<file path="src/sv/obt_pkg.sv">
// ----------------------------------------------------------------------------
// obt_pkg: shared types and constants for the oldest-first buffer table
// Holds field widths, the command code and the control state encoding.
// ----------------------------------------------------------------------------
package obt_pkg;

  localparam int unsigned NumW = 30;
  localparam int unsigned OccW = 4;

  typedef logic [NumW-1:0] num_t;
  typedef logic [OccW-1:0] occ_t;

  typedef enum logic {
    CmdPush = 1'b0,
    CmdPop  = 1'b1
  } cmd_e;

  typedef enum logic [2:0] {
    StIdle,
    StScan,
    StDecide,
    StShift,
    StDone
  } state_e;

endpackage

</file>
<file path="src/sv/obt_if.sv">
// ----------------------------------------------------------------------------
// obt_if: stream interfaces of the oldest-first buffer table
// Command beats enter on obt_in_if, one result beat leaves on obt_out_if.
// ----------------------------------------------------------------------------
interface obt_in_if;
  logic          valid;
  logic          ready;
  logic          command;
  obt_pkg::num_t buffer_number;

  modport source (output valid, output command, output buffer_number, input ready);
  modport sink   (input valid, input command, input buffer_number, output ready);
endinterface

interface obt_out_if;
  logic          valid;
  logic          ready;
  logic          value_valid;
  obt_pkg::num_t popped_number;
  logic          dropped;
  obt_pkg::occ_t occupancy;

  modport source (output valid, output value_valid, output popped_number, output dropped,
                  output occupancy, input ready);
  modport sink   (input valid, input value_valid, input popped_number, input dropped,
                  input occupancy, output ready);
endinterface

</file>
<file path="src/sv/oldest_first_buffer_table.sv">
// Sequence: a push into a table with room writes the entry, then reports;
//   a push into a full table first scans every entry for the minimum; a pop scans
//   likewise and, unless it removes the top entry, shifts each entry above it down.
// Throughput: one beat at a time, set by the single read port of the entry memory
//   that is scanned for the minimum and then walked to close the gap.
// Reset: the entry count clears at once; the entry memory is left unwritten.
// ----------------------------------------------------------------------------
// oldest_first_buffer_table: bounded table that pops its smallest number
// Push appends or overwrites the smallest entry when full; pop removes the
// smallest entry (lowest slot on ties) and shifts later entries down.
// ----------------------------------------------------------------------------
module oldest_first_buffer_table #(
  parameter int unsigned TABLE_DEPTH = 8
) (
  input  logic      clk_i,
  input  logic      rst_ni,
  obt_in_if.sink    in_i,
  obt_out_if.source out_o
);

  localparam int unsigned AW = (TABLE_DEPTH > 1) ? $clog2(TABLE_DEPTH) : 1;
  localparam int unsigned CW = $clog2(TABLE_DEPTH + 1);
  localparam logic [CW-1:0] Depth = CW'(TABLE_DEPTH);

  obt_pkg::state_e state_q, state_d;
  obt_pkg::cmd_e   cmd_q;
  obt_pkg::num_t   num_q;
  logic [CW-1:0]   count_q, count_d;
  logic [CW-1:0]   rd_idx_q;
  logic            rd_vld_q;
  logic [AW-1:0]   rd_tag_q;
  obt_pkg::num_t   rd_data_q;
  obt_pkg::num_t   min_q;
  logic [AW-1:0]   slot_q;

  obt_pkg::num_t   mem_q [TABLE_DEPTH];

  logic            in_acc;
  logic            out_free;
  logic            last_tag;
  logic            issue;
  logic            mem_we;
  logic [AW-1:0]   mem_wa;
  obt_pkg::num_t   mem_wd;
  obt_pkg::cmd_e   in_cmd;

  obt_pkg::num_t   res_popped;
  logic            res_vvalid;
  logic            res_dropped;

  assign in_cmd   = obt_pkg::cmd_e'(in_i.command);
  assign in_i.ready = (state_q == obt_pkg::StIdle);
  assign in_acc   = in_i.valid && in_i.ready;
  assign out_free = !out_o.valid || out_o.ready;
  assign last_tag = (CW'(rd_tag_q) == count_q - CW'(1));
  assign issue    = ((state_q == obt_pkg::StScan) || (state_q == obt_pkg::StShift)) &&
                    (rd_idx_q < count_q);

  // next state
  always_comb begin
    state_d = state_q;
    unique case (state_q)
      obt_pkg::StIdle: begin
        if (in_acc) begin
          if (in_cmd == obt_pkg::CmdPush) begin
            state_d = (count_q < Depth) ? obt_pkg::StDone : obt_pkg::StScan;
          end else begin
            state_d = (count_q == '0) ? obt_pkg::StDone : obt_pkg::StScan;
          end
        end
      end
      obt_pkg::StScan: begin
        if (rd_vld_q && last_tag) state_d = obt_pkg::StDecide;
      end
      obt_pkg::StDecide: begin
        if (cmd_q == obt_pkg::CmdPush || CW'(slot_q) == count_q - CW'(1)) begin
          state_d = obt_pkg::StDone;
        end else begin
          state_d = obt_pkg::StShift;
        end
      end
      obt_pkg::StShift: begin
        if (rd_vld_q && last_tag) state_d = obt_pkg::StDone;
      end
      obt_pkg::StDone: begin
        if (out_free) state_d = obt_pkg::StIdle;
      end
      default: state_d = obt_pkg::StIdle;
    endcase
  end

  // memory write and result control
  always_comb begin
    mem_we      = 1'b0;
    mem_wa      = '0;
    mem_wd      = num_q;
    count_d     = count_q;
    res_vvalid  = 1'b0;
    res_popped  = '0;
    res_dropped = 1'b0;
    unique case (state_q)
      obt_pkg::StIdle: begin
        if (in_acc && in_cmd == obt_pkg::CmdPush && count_q < Depth) begin
          mem_we = 1'b1;
          mem_wa = count_q[AW-1:0];
          mem_wd = in_i.buffer_number;
        end
      end
      obt_pkg::StDecide: begin
        if (cmd_q == obt_pkg::CmdPush) begin
          mem_we = 1'b1;
          mem_wa = slot_q;
          mem_wd = num_q;
        end
      end
      obt_pkg::StShift: begin
        if (rd_vld_q) begin
          mem_we = 1'b1;
          mem_wa = rd_tag_q - AW'(1);
          mem_wd = rd_data_q;
        end
      end
      obt_pkg::StDone: begin
        if (cmd_q == obt_pkg::CmdPush) begin
          if (count_q >= Depth) begin
            res_dropped = 1'b1;
          end else begin
            count_d = count_q + CW'(1);
          end
        end else if (count_q != '0) begin
          res_vvalid = 1'b1;
          res_popped = min_q;
          count_d    = count_q - CW'(1);
        end
        if (!out_free) count_d = count_q;
      end
      obt_pkg::StScan: ;
      default: ;
    endcase
  end

  always_ff @(posedge clk_i) begin
    if (mem_we) mem_q[mem_wa] <= mem_wd;
    if (issue) rd_data_q <= mem_q[rd_idx_q[AW-1:0]];
  end

  always_ff @(posedge clk_i or negedge rst_ni) begin
    if (!rst_ni) begin
      state_q     <= obt_pkg::StIdle;
      count_q     <= '0;
      rd_vld_q    <= 1'b0;
      rd_idx_q    <= '0;
      out_o.valid <= 1'b0;
    end else begin
      state_q  <= state_d;
      count_q  <= count_d;
      rd_vld_q <= issue;
      if (in_acc) begin
        rd_idx_q <= '0;
      end else if (state_q == obt_pkg::StDecide) begin
        rd_idx_q <= CW'(slot_q) + CW'(1);
      end else if (issue) begin
        rd_idx_q <= rd_idx_q + CW'(1);
      end
      if (state_q == obt_pkg::StDone && out_free) begin
        out_o.valid <= 1'b1;
      end else if (out_o.ready) begin
        out_o.valid <= 1'b0;
      end
    end
  end

  always_ff @(posedge clk_i) begin
    if (in_acc) begin
      cmd_q <= in_cmd;
      num_q <= in_i.buffer_number;
    end
    if (issue) rd_tag_q <= rd_idx_q[AW-1:0];
    if (state_q == obt_pkg::StScan && rd_vld_q) begin
      if (rd_tag_q == '0 || rd_data_q < min_q) begin
        min_q  <= rd_data_q;
        slot_q <= rd_tag_q;
      end
    end
    if (state_q == obt_pkg::StDone && out_free) begin
      out_o.value_valid   <= res_vvalid;
      out_o.popped_number <= res_popped;
      out_o.dropped       <= res_dropped;
      out_o.occupancy     <= obt_pkg::OccW'(count_d);
    end
  end

endmodule
</file>
<file path="src/flat_wrapper.sv">
// flat-port wrapper written by rule: the top's interface ports become plain ports
module oldest_first_buffer_table_flat 
#(
  parameter int unsigned TABLE_DEPTH = 8
)
  (clk_i, rst_ni, in_i_valid, in_i_command, in_i_buffer_number, in_i_ready, out_o_valid, out_o_value_valid, out_o_popped_number, out_o_dropped, out_o_occupancy, out_o_ready);
  obt_in_if in_i_i ();
  obt_out_if out_o_i ();
  input  logic clk_i;
  input  logic rst_ni;
  input wire logic [$bits(in_i_i.valid)-1:0] in_i_valid;
  input wire logic [$bits(in_i_i.command)-1:0] in_i_command;
  input wire logic [$bits(in_i_i.buffer_number)-1:0] in_i_buffer_number;
  output wire logic [$bits(in_i_i.ready)-1:0] in_i_ready;
  output wire logic [$bits(out_o_i.valid)-1:0] out_o_valid;
  output wire logic [$bits(out_o_i.value_valid)-1:0] out_o_value_valid;
  output wire logic [$bits(out_o_i.popped_number)-1:0] out_o_popped_number;
  output wire logic [$bits(out_o_i.dropped)-1:0] out_o_dropped;
  output wire logic [$bits(out_o_i.occupancy)-1:0] out_o_occupancy;
  input wire logic [$bits(out_o_i.ready)-1:0] out_o_ready;
  assign in_i_i.valid = in_i_valid;
  assign in_i_i.command = in_i_command;
  assign in_i_i.buffer_number = in_i_buffer_number;
  assign in_i_ready = in_i_i.ready;
  assign out_o_valid = out_o_i.valid;
  assign out_o_value_valid = out_o_i.value_valid;
  assign out_o_popped_number = out_o_i.popped_number;
  assign out_o_dropped = out_o_i.dropped;
  assign out_o_occupancy = out_o_i.occupancy;
  assign out_o_i.ready = out_o_ready;
  oldest_first_buffer_table #(.TABLE_DEPTH(TABLE_DEPTH)) u_core (.clk_i(clk_i), .rst_ni(rst_ni), .in_i(in_i_i), .out_o(out_o_i));
endmodule
</file>
<file path="config.mk">
export PLATFORM = sky130hd
export DESIGN_NAME = oldest_first_buffer_table_flat
export DESIGN_NICKNAME = d
export VERILOG_FILES = /design/src/sv/obt_pkg.sv /design/src/sv/obt_if.sv /design/src/sv/oldest_first_buffer_table.sv /design/src/flat_wrapper.sv
export SDC_FILE = /design/constraint.sdc
export NUM_CORES = 1
export LEC_CHECK = 0
export BUFFER_PORTS_ARGS = -buffer_cell sky130_fd_sc_hd__buf_2
export CORE_UTILIZATION = 50
export DETAILED_ROUTE_END_ITERATION = 12
export PLACE_DENSITY = 0.67
export SYNTH_ARGS = -nofsm -noshare
export SYNTH_HDL_FRONTEND = slang
export SYNTH_SLANG_ARGS = --single-unit
</file>
<file path="constraint.sdc">
create_clock -name clk_i -period 10.3 [get_ports clk_i]
set_clock_uncertainty 0.05 [all_clocks]
set_input_delay 0.515 -clock clk_i [delete_from_list [all_inputs] [get_ports clk_i]]
set_output_delay 0.515 -clock clk_i [all_outputs]
set_load 0.03 [all_outputs]
</file>
==> results of run 1 <==
[metrics by stage]
| step | hold WS (ns) | area (um2) | utilization (%) |
|---|---|---|---|
| finish | 0.126 | 17700 | 57.8 |
| global route | 0.111 | 17700 | 57.8 |
| CTS | 0.118 | 17700 | 57.8 |
| detailed placement | 0.388 | 16400 | 53.7 |
| global placement | 0.383 | 16400 | 53.7 |
| floorplan | 0.169 | 15500 | - |
[worst max-delay path by stage]
stage	startpoint	end	slack (ns)
finish	u_core.state_q[1]	u_core.mem_q[4][12]	6.16
global route	u_core.state_q[0]	u_core.mem_q[4][21]	5.87
CTS	u_core.state_q[1]	u_core.mem_q[4][27]	6.08
detailed placement	in_i_valid	u_core.mem_q[4][12]	6.05
global placement	in_i_valid	u_core.mem_q[4][12]	6.20
floorplan	u_core.state_q[1]	u_core.mem_q[3][0]	5.76
[timing repair]
item	in CTS	in global routing
buffers inserted	0	0
endpoints found under the hold margin	13	0
hold buffers	1	0
[layout by cell type, fill, tap and decap left out, types with 3 or more instances in the layout]
cell and instances:
sky130_fd_sc_hd__a21o_1 7, sky130_fd_sc_hd__a21oi_1 18, sky130_fd_sc_hd__a222oi_1 3, sky130_fd_sc_hd__a22oi_1 31
sky130_fd_sc_hd__a31oi_1 4, sky130_fd_sc_hd__buf_2 72, sky130_fd_sc_hd__buf_4 13, sky130_fd_sc_hd__bufinv_16 3
sky130_fd_sc_hd__clkbuf_1 14, sky130_fd_sc_hd__clkbuf_16 40, sky130_fd_sc_hd__clkinv_1 6, sky130_fd_sc_hd__clkinv_2 4
sky130_fd_sc_hd__dfrtp_1 11, sky130_fd_sc_hd__edfxtp_1 373, sky130_fd_sc_hd__ha_1 37, sky130_fd_sc_hd__inv_1 40
sky130_fd_sc_hd__mux2_2 31, sky130_fd_sc_hd__mux4_2 60, sky130_fd_sc_hd__nand2_1 85, sky130_fd_sc_hd__nand2b_1 6
sky130_fd_sc_hd__nand3_1 6, sky130_fd_sc_hd__nand4_1 4, sky130_fd_sc_hd__nor2_1 16, sky130_fd_sc_hd__nor2_4 5
sky130_fd_sc_hd__nor3_1 37, sky130_fd_sc_hd__nor3_2 3, sky130_fd_sc_hd__o21ai_0 9, sky130_fd_sc_hd__o22ai_1 5
sky130_fd_sc_hd__xnor2_1 7, sky130_fd_sc_hd__xor2_1 7
[area by class of cell]
type,count,area share [%]
tap,396,2.80
clock inverter,17,1.01
multi-input combinational,409,21.4
sequential,386,65.2
clock buffer,55,6.04
timing repair buffer,86,2.65
inverter,41,0.871
[where the power goes]
| group | total [mW] | leakage [nW] | internal [mW] | switching [mW] |
|---|---|---|---|---|
| Combinational | 0.0124 | 2.00 | 0.00514 | 0.00726 |
| Sequential | 1.70 | 3.59 | 1.70 | 0.00000000000000000666 |
| Clock | 1.38 | 0.598 | 0.804 | 0.572 |
[cell families (layout without fill, tap and decap cells)]
| logic type | count (synthesis) | after routing |
|---|---|---|
| compound gates | 89 | 89 |
| xor+xnor | 14 | 14 |
| fa+ha+maj | 37 | 37 |
| buf+inv | 79 | 199 |
| flops | 386 | 386 |
| mux | 92 | 92 |
| simple gates | 177 | 177 |
[flip-flops by register name, indices dropped and copies added (netlist names), 3 cells and up]
register and count:
u_core.rd_idx_q 4, u_core.rd_tag_q 3, u_core.out_o.occupancy 4, u_core.slot_q 3, u_core.rd_data_q 30, u_core.state_q 3
u_core.count_q 4, u_core.num_q 30, u_core.min_q 30, u_core.mem_q 240, u_core.out_o.popped_number 30
[per-layer routing]
layer,track usage [%],wire length [um],up-vias
met5,0,0,-
met4,4.80,444,0
met3,3.43,2010,39
met2,32.9,14900,257
met1,29.1,13600,4105
li1,-,-,3624
==> summary.log, run 1 <==
INFO  global_routing first_global_vias=8,147
INFO  global_routing grt.total_usage=20.3%
INFO  finish         number_of_nets_at_the_end_of_the_flow=1,036
INFO  sta            max_slew.worst_pin.slew=1.17ns
INFO  setup_path     worst_setup_path_end_kind=register
INFO  setup_path     timing.critical_path.depth=7
INFO  sta            min_period=4.14ns
INFO  synthesis      synth_top_flop_cell=sky130_fd_sc_hd__edfxtp_1
INFO  sta            achievable-frequency=242MHz
INFO  clock_tree     ctsRootBufferMaster=sky130_fd_sc_hd__clkbuf_16
INFO  setup_path     cp_max_fo=35
INFO  synthesis      post-synth-top-area-cell=sky130_fd_sc_hd__edfxtp_1
INFO  finish         regArea=0.0115mm2
INFO  routing        detail_route.first_pass.iterations=5
INFO  die            pin_count=73
INFO  die            coreArea=0.0306mm2
INFO  place          dp.cells=1,317
INFO  synthesis      synth_warnings=0
INFO  clock_tree     clkSlewWorstSetupHoldPaths=0.06ns
INFO  routing        num_vias=8,025
INFO  setup_path     crit_slowest_cell=sky130_fd_sc_hd__a222oi_1
INFO  pwr            ir_worst_vdd=0.109mV
INFO  die            starting_density_of_the_core=50.8%
INFO  setup_path     cp_data_required_time=10.39ns
INFO  clock_tree     cts_tree=yes
INFO  clock_tree     clockBufferDepth=3
INFO  synthesis      ys_top_cells_by_count=sky130_fd_sc_hd__edfxtp_1 (373), sky130_fd_sc_hd__nand2_1 (85), sky130_fd_sc_hd__mux4_2 (60), sky130_fd_sc_hd__inv_1 (40), sky130_fd_sc_hd__nor3_1 (39)
INFO  setup_path     crit-reg2reg-launch=u_core.state_q[1]
INFO  place          buffer_ports.inserted=72
INFO  synthesis      synth_top_family_by_area=multiplexers
INFO  routing        route.final.wire_length=30,900um
INFO  setup_path     timing.setup.critical_path_class=register to register
INFO  sta            final.setup.tns=0ns
INFO  min_path       holdPathEnd=u_core.num_q[25]
INFO  synthesis      synth_async_sr_flop_share=3.37%
INFO  min_path       hold_class=input port to register
INFO  synthesis      synth_compound_gate_area_share=3.85%
INFO  finish         antennaDiodeCount=0
INFO  min_path       hold_path_startpoint=in_i_buffer_number[25]
INFO  synthesis      synth-edff-count=373
INFO  die            die_w=178um
INFO  clock_tree     cts.sink_count=386
INFO  synthesis      post_synth_and_or_nand_nor_area_fraction=5.20%
INFO  synthesis      yosys_register_bits=386
INFO  setup_path     critical_path.reg2reg.endpoint=u_core.mem_q[4][12]
INFO  setup_path     worstPathBufferInverterCount=1
INFO  synthesis      ys_types=46
INFO  die            core.rowCount=64
INFO  routing        route.antenna.remaining_nets=0
INFO  routing        post_drt_via_cell_ratio=5.77
INFO  synthesis      post_synth_main_area_contributors=sky130_fd_sc_hd__edfxtp_1 (72%), sky130_fd_sc_hd__mux4_2 (8.7%), sky130_fd_sc_hd__ha_1 (3.0%), sky130_fd_sc_hd__mux2_2 (2.2%), sky130_fd_sc_hd__dfrtp_1 (2.1%)
INFO  place          dp_hpwl=18,500um
INFO  finish         multi_input_comb_area=0.00378mm2
INFO  pwr            totalPowerFinal=3.08mW
INFO  synthesis      netlist_instances=874
INFO  run            max-cap-violations=0
INFO  synthesis      synth_xor_xnor_area_share=0.789%
INFO  setup_path     reg2reg_depth=7
INFO  routing        avgRoutedWirePerCell=22.2um
INFO  finish         final_cell_count_no_fill=1,390
INFO  run_status     run_status=finished, final reports clean
INFO  global_routing grt_max_degree=65
INFO  sta            min_period_over_period=40.2%
INFO  setup_path     cp.arrival=4.23ns
INFO  finish         flow.area_growth_from_synthesis=13.7%
INFO  routing        post-route-drc-count=0
INFO  pwr            power_density=175mW/mm2
INFO  setup_path     worst_setup_path_start_kind=register
INFO  place          dp_worst_setup_slack=6.05ns
INFO  synthesis      yosys.area.top_type_share=72.1%
INFO  global_routing wire_length_of_the_first_global_routing_pass=47,800um
INFO  routing        detailedRoute.firstIterationViolations=604
INFO  clock_tree     htreeDepth=2
INFO  synthesis      syn-mean-instance-area=17.8um2
INFO  clock_tree     cts_resized=0
INFO  die            die_height=178um
INFO  synthesis      fraction_of_the_mapped_netlist_area_in_adder_cells=2.98%
INFO  finish         final_layout_size_suffix_gt1_share=24.8%
INFO  setup_path     timing.critical_path.max_delay_family=compound AO/OA/AOI/OAI gates
INFO  pwr            p_leak=6.18nW
INFO  setup_path     path_cells=nor3_2 -> nand2_1 -> nor3_4 -> buf_4 -> a222oi_1 -> o31ai_1 -> nor2_4
INFO  synthesis      syn_nets=946
INFO  global_routing grt_antenna_before_repair=0
INFO  sta            number_of_max_slew_violations_in_the_final_report=0
INFO  sta            rsz0062_at_grt=false
INFO  global_routing gr-total-overflow=0
INFO  sta            setup_slack=6.16ns
INFO  synthesis      synth_area=0.0155mm2
INFO  sta            slew_headroom=21.8%
INFO  min_path       holdPathStages=1
INFO  finish         fillerInstances=2,329
INFO  sta            final_hold_viol_count=0
INFO  sta            setup_viol=0
INFO  die            fp.dieArea=0.0318mm2
INFO  synthesis      synth.area.mux_share=11.0%
INFO  place          gp_routability_congestion=0.822
INFO  synthesis      proportion_of_synthesized_chip_area_in_sequential_cells=74.2%
INFO  setup_path     cpPeakStageDelay=1.07ns
INFO  synthesis      yosysMostFrequentCell=sky130_fd_sc_hd__edfxtp_1
INFO  setup_path     rrSetupSlack=6.16ns
INFO  clock_tree     clock_insertion_delay_worst_skew=0.54ns
INFO  clock_tree     cts_made_buffers=40
Note: power is estimated with default switching activity, not from simulation.
==> run 2: changes to the inputs <==
==> constraint.sdc (replaced) <==
create_clock -name clk_i -period 3.84 [get_ports clk_i]
set_clock_uncertainty 0.05 [all_clocks]
set_input_delay 0.192 -clock clk_i [delete_from_list [all_inputs] [get_ports clk_i]]
set_output_delay 0.192 -clock clk_i [all_outputs]
set_load 0.03 [all_outputs]
==> summary.log, run 2 (synthesis results as in run 1) <==
INFO  die            die_w=178um [unchanged]
INFO  global_routing grt_antenna_before_repair=0 [unchanged]
INFO  setup_path     worst_setup_path_start_kind=register
INFO  place          buffer_ports.inserted=72 [unchanged]
INFO  clock_tree     clock_insertion_delay_worst_skew=0.55ns [about the same]
INFO  routing        detailedRoute.firstIterationViolations=723 [+20%]
INFO  sta            setup_slack=0.713ns [-5.45 ns]
INFO  clock_tree     cts_resized=0 [unchanged]
INFO  die            starting_density_of_the_core=50.8% [unchanged]
INFO  run            max-cap-violations=0 [unchanged]
INFO  sta            final_hold_viol_count=0 [unchanged]
INFO  sta            slew_headroom=20.8% [-0.97 points]
INFO  clock_tree     cts_made_buffers=40 [unchanged]
INFO  run_status     run_status=finished, final reports clean
INFO  setup_path     cp_max_fo=22 [-37%]
INFO  routing        post-route-drc-count=0 [unchanged]
INFO  die            core.rowCount=64 [unchanged]
INFO  finish         flow.area_growth_from_synthesis=17.3%
INFO  die            fp.dieArea=0.0318mm2 [unchanged]
INFO  sta            achievable-frequency=320MHz [+32%]
INFO  finish         antennaDiodeCount=0 [unchanged]
INFO  clock_tree     cts_tree=yes
INFO  clock_tree     clkSlewWorstSetupHoldPaths=0.06ns [about the same]
INFO  sta            rsz0062_at_grt=false
INFO  sta            min_period_over_period=81.4% [+41 points]
INFO  die            die_height=178um [unchanged]
INFO  routing        maxUsedRoutingLayer=met4
INFO  global_routing first_global_vias=8,258 [+1.4%]
INFO  finish         number_of_nets_at_the_end_of_the_flow=1,085 [+4.7%]
INFO  routing        detail_route.first_pass.iterations=5 [unchanged]
INFO  sta            min_period=3.13ns [-1.01 ns]
INFO  routing        route.antenna.remaining_nets=0 [unchanged]
INFO  clock_tree     clockBufferDepth=3 [unchanged]
INFO  finish         largest-register=u_core.mem_q
INFO  pwr            p_leak=6.43nW [+4.0%]
INFO  min_path       hold_class=input port to async pin
INFO  pwr            power_density=457mW/mm2 [+160%]
INFO  place          dp_worst_setup_slack=0.735ns [-5.32 ns]
INFO  finish         final_layout_size_suffix_gt1_share=25.4% [+0.58 points]
INFO  sta            max_slew.worst_pin.slew=1.18ns [+0.00454 ns]
INFO  clock_tree     cts.sink_count=386 [unchanged]
INFO  place          gp_routability_congestion=0.801 [-2.5%]
INFO  place          dp_hpwl=19,600um [+5.8%]
INFO  global_routing gr-total-overflow=0 [unchanged]
INFO  die            coreArea=0.0306mm2 [unchanged]
INFO  clock_tree     ctsRootBufferMaster=sky130_fd_sc_hd__clkbuf_16
INFO  routing        routed-wl-met2=15,300um [+2.3%]
INFO  global_routing wire_length_of_the_first_global_routing_pass=48,900um [+2.2%]
INFO  setup_path     cp_data_required_time=4.02ns [-6.37 ns]
INFO  routing        post_drt_via_cell_ratio=5.72 [-0.95%]
INFO  global_routing grt.total_usage=21.0% [+0.64 points]
INFO  clock_tree     htreeDepth=2 [unchanged]
INFO  global_routing grt_max_degree=65 [unchanged]
INFO  routing        avgRoutedWirePerCell=22.3um [about the same]
INFO  routing        num_vias=8,223 [+2.5%]
INFO  setup_path     cp.arrival=3.31ns [-0.92 ns]
INFO  finish         largest_register_ffs=240 [unchanged]
INFO  routing        m1WireLength=14,300um [+5.4%]
INFO  routing        route.final.wire_length=32,000um [+3.5%]
INFO  sta            setup_viol=0 [unchanged]
INFO  finish         post-route-cell-area=0.0182mm2 [+3.1%]
INFO  die            pin_count=73 [unchanged]
INFO  place          dpl_cell_area=0.0166mm2 [+1.3%]
INFO  setup_path     timing.setup.critical_path_class=register to register
INFO  routing        wl_met3=1830um [-9.1%]
INFO  pwr            ir_worst_vdd=0.354mV [+220%]
INFO  sta            number_of_max_slew_violations_in_the_final_report=0 [unchanged]
INFO  pwr            totalPowerFinal=8.32mW [+170%]
INFO  finish         layout_common_cells=sky130_fd_sc_hd__edfxtp_1 (373), sky130_fd_sc_hd__nand2_1 (85), sky130_fd_sc_hd__buf_2 (72), sky130_fd_sc_hd__mux4_2 (60)
INFO  sta            final.setup.tns=0ns [unchanged]
INFO  finish         layout.core_utilization=59.6% [+1.8 points]
INFO  finish         layout_commonest_cell=sky130_fd_sc_hd__edfxtp_1
INFO  setup_path     worst_setup_path_end_kind=register
## run 2: critical path, cell delays in order (launching register included)
cell                       delay, ns
sky130_fd_sc_hd__dfrtp_1        0.48
sky130_fd_sc_hd__nor3_2         0.08
sky130_fd_sc_hd__nand2_1        0.18
sky130_fd_sc_hd__nor3_4         0.05
sky130_fd_sc_hd__buf_4          0.22
sky130_fd_sc_hd__a222oi_1       0.84
sky130_fd_sc_hd__nand2_1        0.29
sky130_fd_sc_hd__nor2_4         0.36
sky130_fd_sc_hd__buf_12         0.24
## run 2: area by class of cell
class	count	area [um2]
fillers	2283	12400
repair buffers	135	1010
flip-flops and latches	386	11500
multi-input cells	409	3790
well taps	396	495
clock inverters	21	211
clock buffers	50	1040
inverters	41	154
## run 2: report_power, final
group	switching (mW)	total [mW]	internal [mW]
logic	0.0218	0.0574	0.0355
registers	0.0000000000000000189	4.55	4.55
clock network	1.57	3.71	2.14
## run 2: worst paths after layout
check / startpoint / endpoint / slack (ns) / depth (start not counted)
worst max-delay path: u_core.state_q[1] / u_core.mem_q[0][14] / 0.71 / 8
worst min-delay path: rst_ni / u_core.rd_idx_q[1] / 0.03 / 2
worst max register to register: u_core.state_q[1] / u_core.mem_q[0][14] / 0.71 / 8
worst min register to register: u_core.rd_data_q[1] / u_core.min_q[1] / 0.45 / 0
max in group asynchronous: rst_ni / u_core.rd_idx_q[0] / 3.42 / 2
min in group clk_i: in_i_buffer_number[28] / u_core.num_q[28] / 0.33 / 2
## run 2: metrics by stage
stage,std cells,hold WS [ns]
2_1_floorplan,874,-0.154
3_3_place_gp,1333,0.0587
3_5_place_dp,1333,0.0625
4_1_cts,1438,0.0303
5_1_grt,1438,0.0676
6_report,1438,0.0338
## run 2: layer usage
layer | vias up | global-route usage (%)
met5 | - | 0
met2 | 240 | 33.6
li1 | 3719 | -
met3 | 45 | 3.39
met4 | 0 | 5.54
met1 | 4219 | 30.1
## run 2: timing repair
item,4_1_cts,5_1_grt
hold buffers,34,0
setup buffers,0,0
hold endpoints to repair,47,0
==> run 3: changes to the inputs <==
==> constraint.sdc (replaced) <==
create_clock -name clk_i -period 3.05 [get_ports clk_i]
set_clock_uncertainty 0.05 [all_clocks]
set_input_delay 0.1525 -clock clk_i [delete_from_list [all_inputs] [get_ports clk_i]]
set_output_delay 0.1525 -clock clk_i [all_outputs]
set_load 0.03 [all_outputs]
==> summary.log, run 3 (synthesis results as in run 1) <==
INFO  routing        post-route-drc-count=0 [unchanged]
INFO  pwr            ir_worst_vdd=0.442mV [+25%]
INFO  clock_tree     cts_made_buffers=40 [unchanged]
INFO  clock_tree     clkSlewWorstSetupHoldPaths=0.06ns [about the same]
INFO  setup_path     timing.setup.critical_path_class=register to register
INFO  setup_path     rrSetupSlack=0.38ns [-0.33 ns]
INFO  finish         layout_commonest_cell=sky130_fd_sc_hd__edfxtp_1
INFO  routing        post_drt_via_cell_ratio=5.71 [about the same]
INFO  setup_path     critical_path.reg2reg.endpoint=u_core.min_q[26]
INFO  setup_path     cp-endpoint=u_core.min_q[26]
INFO  setup_path     path_cells=ha_1 -> nand4_1 -> nor4_1 -> o311ai_0 -> nand3_1 -> a21oi_4 -> buf_4
INFO  setup_path     worst_setup_path_end_kind=register
INFO  pwr            p_leak=6.53nW [+1.5%]
INFO  routing        detailedRoute.firstIterationViolations=691 [-4.4%]
INFO  routing        num_vias=8,286 [+0.77%]
INFO  clock_tree     clockBufferDepth=3 [unchanged]
INFO  die            core.rowCount=64 [unchanged]
INFO  place          dp_hpwl=20,000um [+2.3%]
INFO  global_routing grt_antenna_before_repair=0 [unchanged]
INFO  finish         number_of_nets_at_the_end_of_the_flow=1,094 [+0.83%]
INFO  sta            setup_slack=0.383ns [-0.330 ns]
INFO  setup_path     crit_slowest_cell=sky130_fd_sc_hd__nor4_1
INFO  min_path       hold_class=input port to register
INFO  die            coreArea=0.0306mm2 [unchanged]
INFO  global_routing first_global_vias=8,285 [+0.33%]
INFO  global_routing grt.total_usage=22.0% [+1.0 points]
INFO  setup_path     cp_max_fo=22 [unchanged]
INFO  sta            max_slew.worst_pin.slew=0.825ns [-0.353 ns]
INFO  setup_path     crit-reg2reg-launch=u_core.rd_data_q[20]
INFO  place          buffer_ports.inserted=72 [unchanged]
INFO  die            die_height=178um [unchanged]
INFO  routing        route.final.wire_length=33,400um [+4.2%]
INFO  global_routing grt_max_degree=65 [unchanged]
INFO  setup_path     cp.arrival=2.88ns [-0.43 ns]
INFO  setup_path     worst_setup_path_start_kind=register
INFO  clock_tree     htreeDepth=2 [unchanged]
INFO  place          gp_routability_congestion=0.807 [+0.75%]
INFO  sta            min_period=2.67ns [-0.460 ns]
INFO  routing        avgRoutedWirePerCell=23.0um [+3.4%]
INFO  die            die_w=178um [unchanged]
INFO  sta            number_of_max_slew_violations_in_the_final_report=0 [unchanged]
INFO  routing        detail_route.first_pass.iterations=6 [+1]
INFO  clock_tree     clock_insertion_delay_worst_skew=0.54ns [about the same]
INFO  die            fp.dieArea=0.0318mm2 [unchanged]
INFO  routing        route.antenna.remaining_nets=0 [unchanged]
INFO  setup_path     cp_data_required_time=3.27ns [-0.75 ns]
INFO  clock_tree     ctsRootBufferMaster=sky130_fd_sc_hd__clkbuf_16
INFO  pwr            totalPowerFinal=10.3mW [+24%]
INFO  pwr            power_density=563mW/mm2 [+23%]
INFO  sta            slew_headroom=45.0% [+24 points]
INFO  global_routing wire_length_of_the_first_global_routing_pass=50,800um [+4.0%]
INFO  finish         final_layout_size_suffix_gt1_share=26.6% [+1.1 points]
INFO  global_routing gr-total-overflow=0 [unchanged]
INFO  sta            rsz0062_at_grt=false
INFO  finish         largest-register=u_core.mem_q
INFO  setup_path     cpPeakStageDelay=0.52ns [-0.32 ns]
INFO  finish         layout_common_cells=sky130_fd_sc_hd__edfxtp_1 (373), sky130_fd_sc_hd__nand2_1 (84), sky130_fd_sc_hd__buf_2 (72), sky130_fd_sc_hd__mux4_2 (60)
INFO  clock_tree     cts_tree=yes
INFO  finish         largest_register_ffs=240 [unchanged]
INFO  sta            setup_viol=0 [unchanged]
INFO  sta            final_hold_viol_count=0 [unchanged]
INFO  sta            achievable-frequency=375MHz [+17%]
INFO  run_status     run_status=finished, final reports clean
INFO  die            pin_count=73 [unchanged]
INFO  finish         flow.area_growth_from_synthesis=18.1%
INFO  sta            min_period_over_period=87.5% [+6.0 points]
INFO  run            max-cap-violations=0 [unchanged]
INFO  die            starting_density_of_the_core=50.8% [unchanged]
INFO  finish         antennaDiodeCount=0 [unchanged]
INFO  place          dp_worst_setup_slack=0.396ns [-0.339 ns]
INFO  setup_path     startpoint_of_the_worst_setup_timing_path=u_core.rd_data_q[20]
INFO  clock_tree     cts.sink_count=386 [unchanged]
INFO  finish         layout.core_utilization=60.0% [+0.45 points]
INFO  setup_path     reg2reg_depth=7 [-1]
==> run 3: cell count changes in the layout (fill, tap and decap cells not counted), moves of 2 or more <==
cell	previous run	this run
sky130_fd_sc_hd__buf_12	7	12
sky130_fd_sc_hd__buf_4	22	25
sky130_fd_sc_hd__bufinv_16	3	1
sky130_fd_sc_hd__clkbuf_1	10	8
sky130_fd_sc_hd__clkinv_2	6	13
sky130_fd_sc_hd__nor3_2	3	0
sky130_fd_sc_hd__nor3_4	1	4
==> run 3: stage by stage <==
step / area [um2] / setup TNS [ns] / instances / hold WS, ns
global route: 18400 / 0 / 1450 / 0.299
CTS: 18400 / 0 / 1450 / 0.273
floorplan: 15600 / -70.79 / 874 / -0.193
finish: 18400 / 0 / 1450 / 0.300
global placement: 16800 / 0 / 1341 / 0.0212
detailed placement: 16800 / 0 / 1341 / 0.0211
==> run 3: what timing repair did <==
item	in CTS	in global routing
setup buffers	0	0
hold buffers	35	0
hold endpoints to repair	48	0
gates resized for setup	0	0
==> run 3: worst max-delay path, delay by kind of cell, from the launching register on <==
family	cells	cell delay, ns
buffers and inverters	1	0.25
adder cells (fa/ha/maj)	1	0.33
AO/OA/AOI/OAI	2	0.38
flip-flops	1	0.46
AND/OR/NAND/NOR	3	0.90
==> run 3: routing by layer <==
| layer | part of all wire (%) | wire length (um) | global-route usage [%] |
|---|---|---|---|
| met1 | 45 | 14900 | 32.4 |
| met2 | 48 | 15900 | 35.1 |
| met3 | 6.0 | 2020 | 3.13 |
| met4 | 1.4 | 463 | 5.19 |
| met5 | 0 | 0 | 0 |
==> run 3: where the power goes <==
| part | leakage (nW) | switching (mW) | total, mW | internal (mW) |
|---|---|---|---|---|
| combinational | 2.34 | 0.0292 | 0.0749 | 0.0457 |
| clock | 0.604 | 2.01 | 4.54 | 2.53 |
| sequential | 3.59 | 0.0000000000000000269 | 5.73 | 5.73 |
| total | 6.53 | 2.04 | 10.3 | 8.30 |
==> run 3: how the worst min path moves through the flow <==
| stage | start | to | slack [ns] | cells past startpoint |
|---|---|---|---|---|
| floorplan | rst_ni | u_core.count_q[0] | -0.19 | 0 |
| global placement | rst_ni | u_core.state_q[2] | 0.02 | 1 |
| detailed placement | rst_ni | u_core.out_o.valid | 0.02 | 1 |
| CTS | in_i_buffer_number[27] | u_core.num_q[27] | 0.27 | 2 |
| global route | in_i_buffer_number[27] | u_core.num_q[27] | 0.30 | 2 |
| finish | in_i_buffer_number[25] | u_core.num_q[25] | 0.30 | 2 |
==> run 3: layout make-up <==
class / count / area (um2)
clock buffers: 48 / 1030
clock inverters: 26 / 183
fillers: 2285 / 12200
inverters: 41 / 154
multi-input cells: 409 / 3830
flip-flops and latches: 386 / 11500
well taps: 396 / 495
repair buffers: 144 / 1140
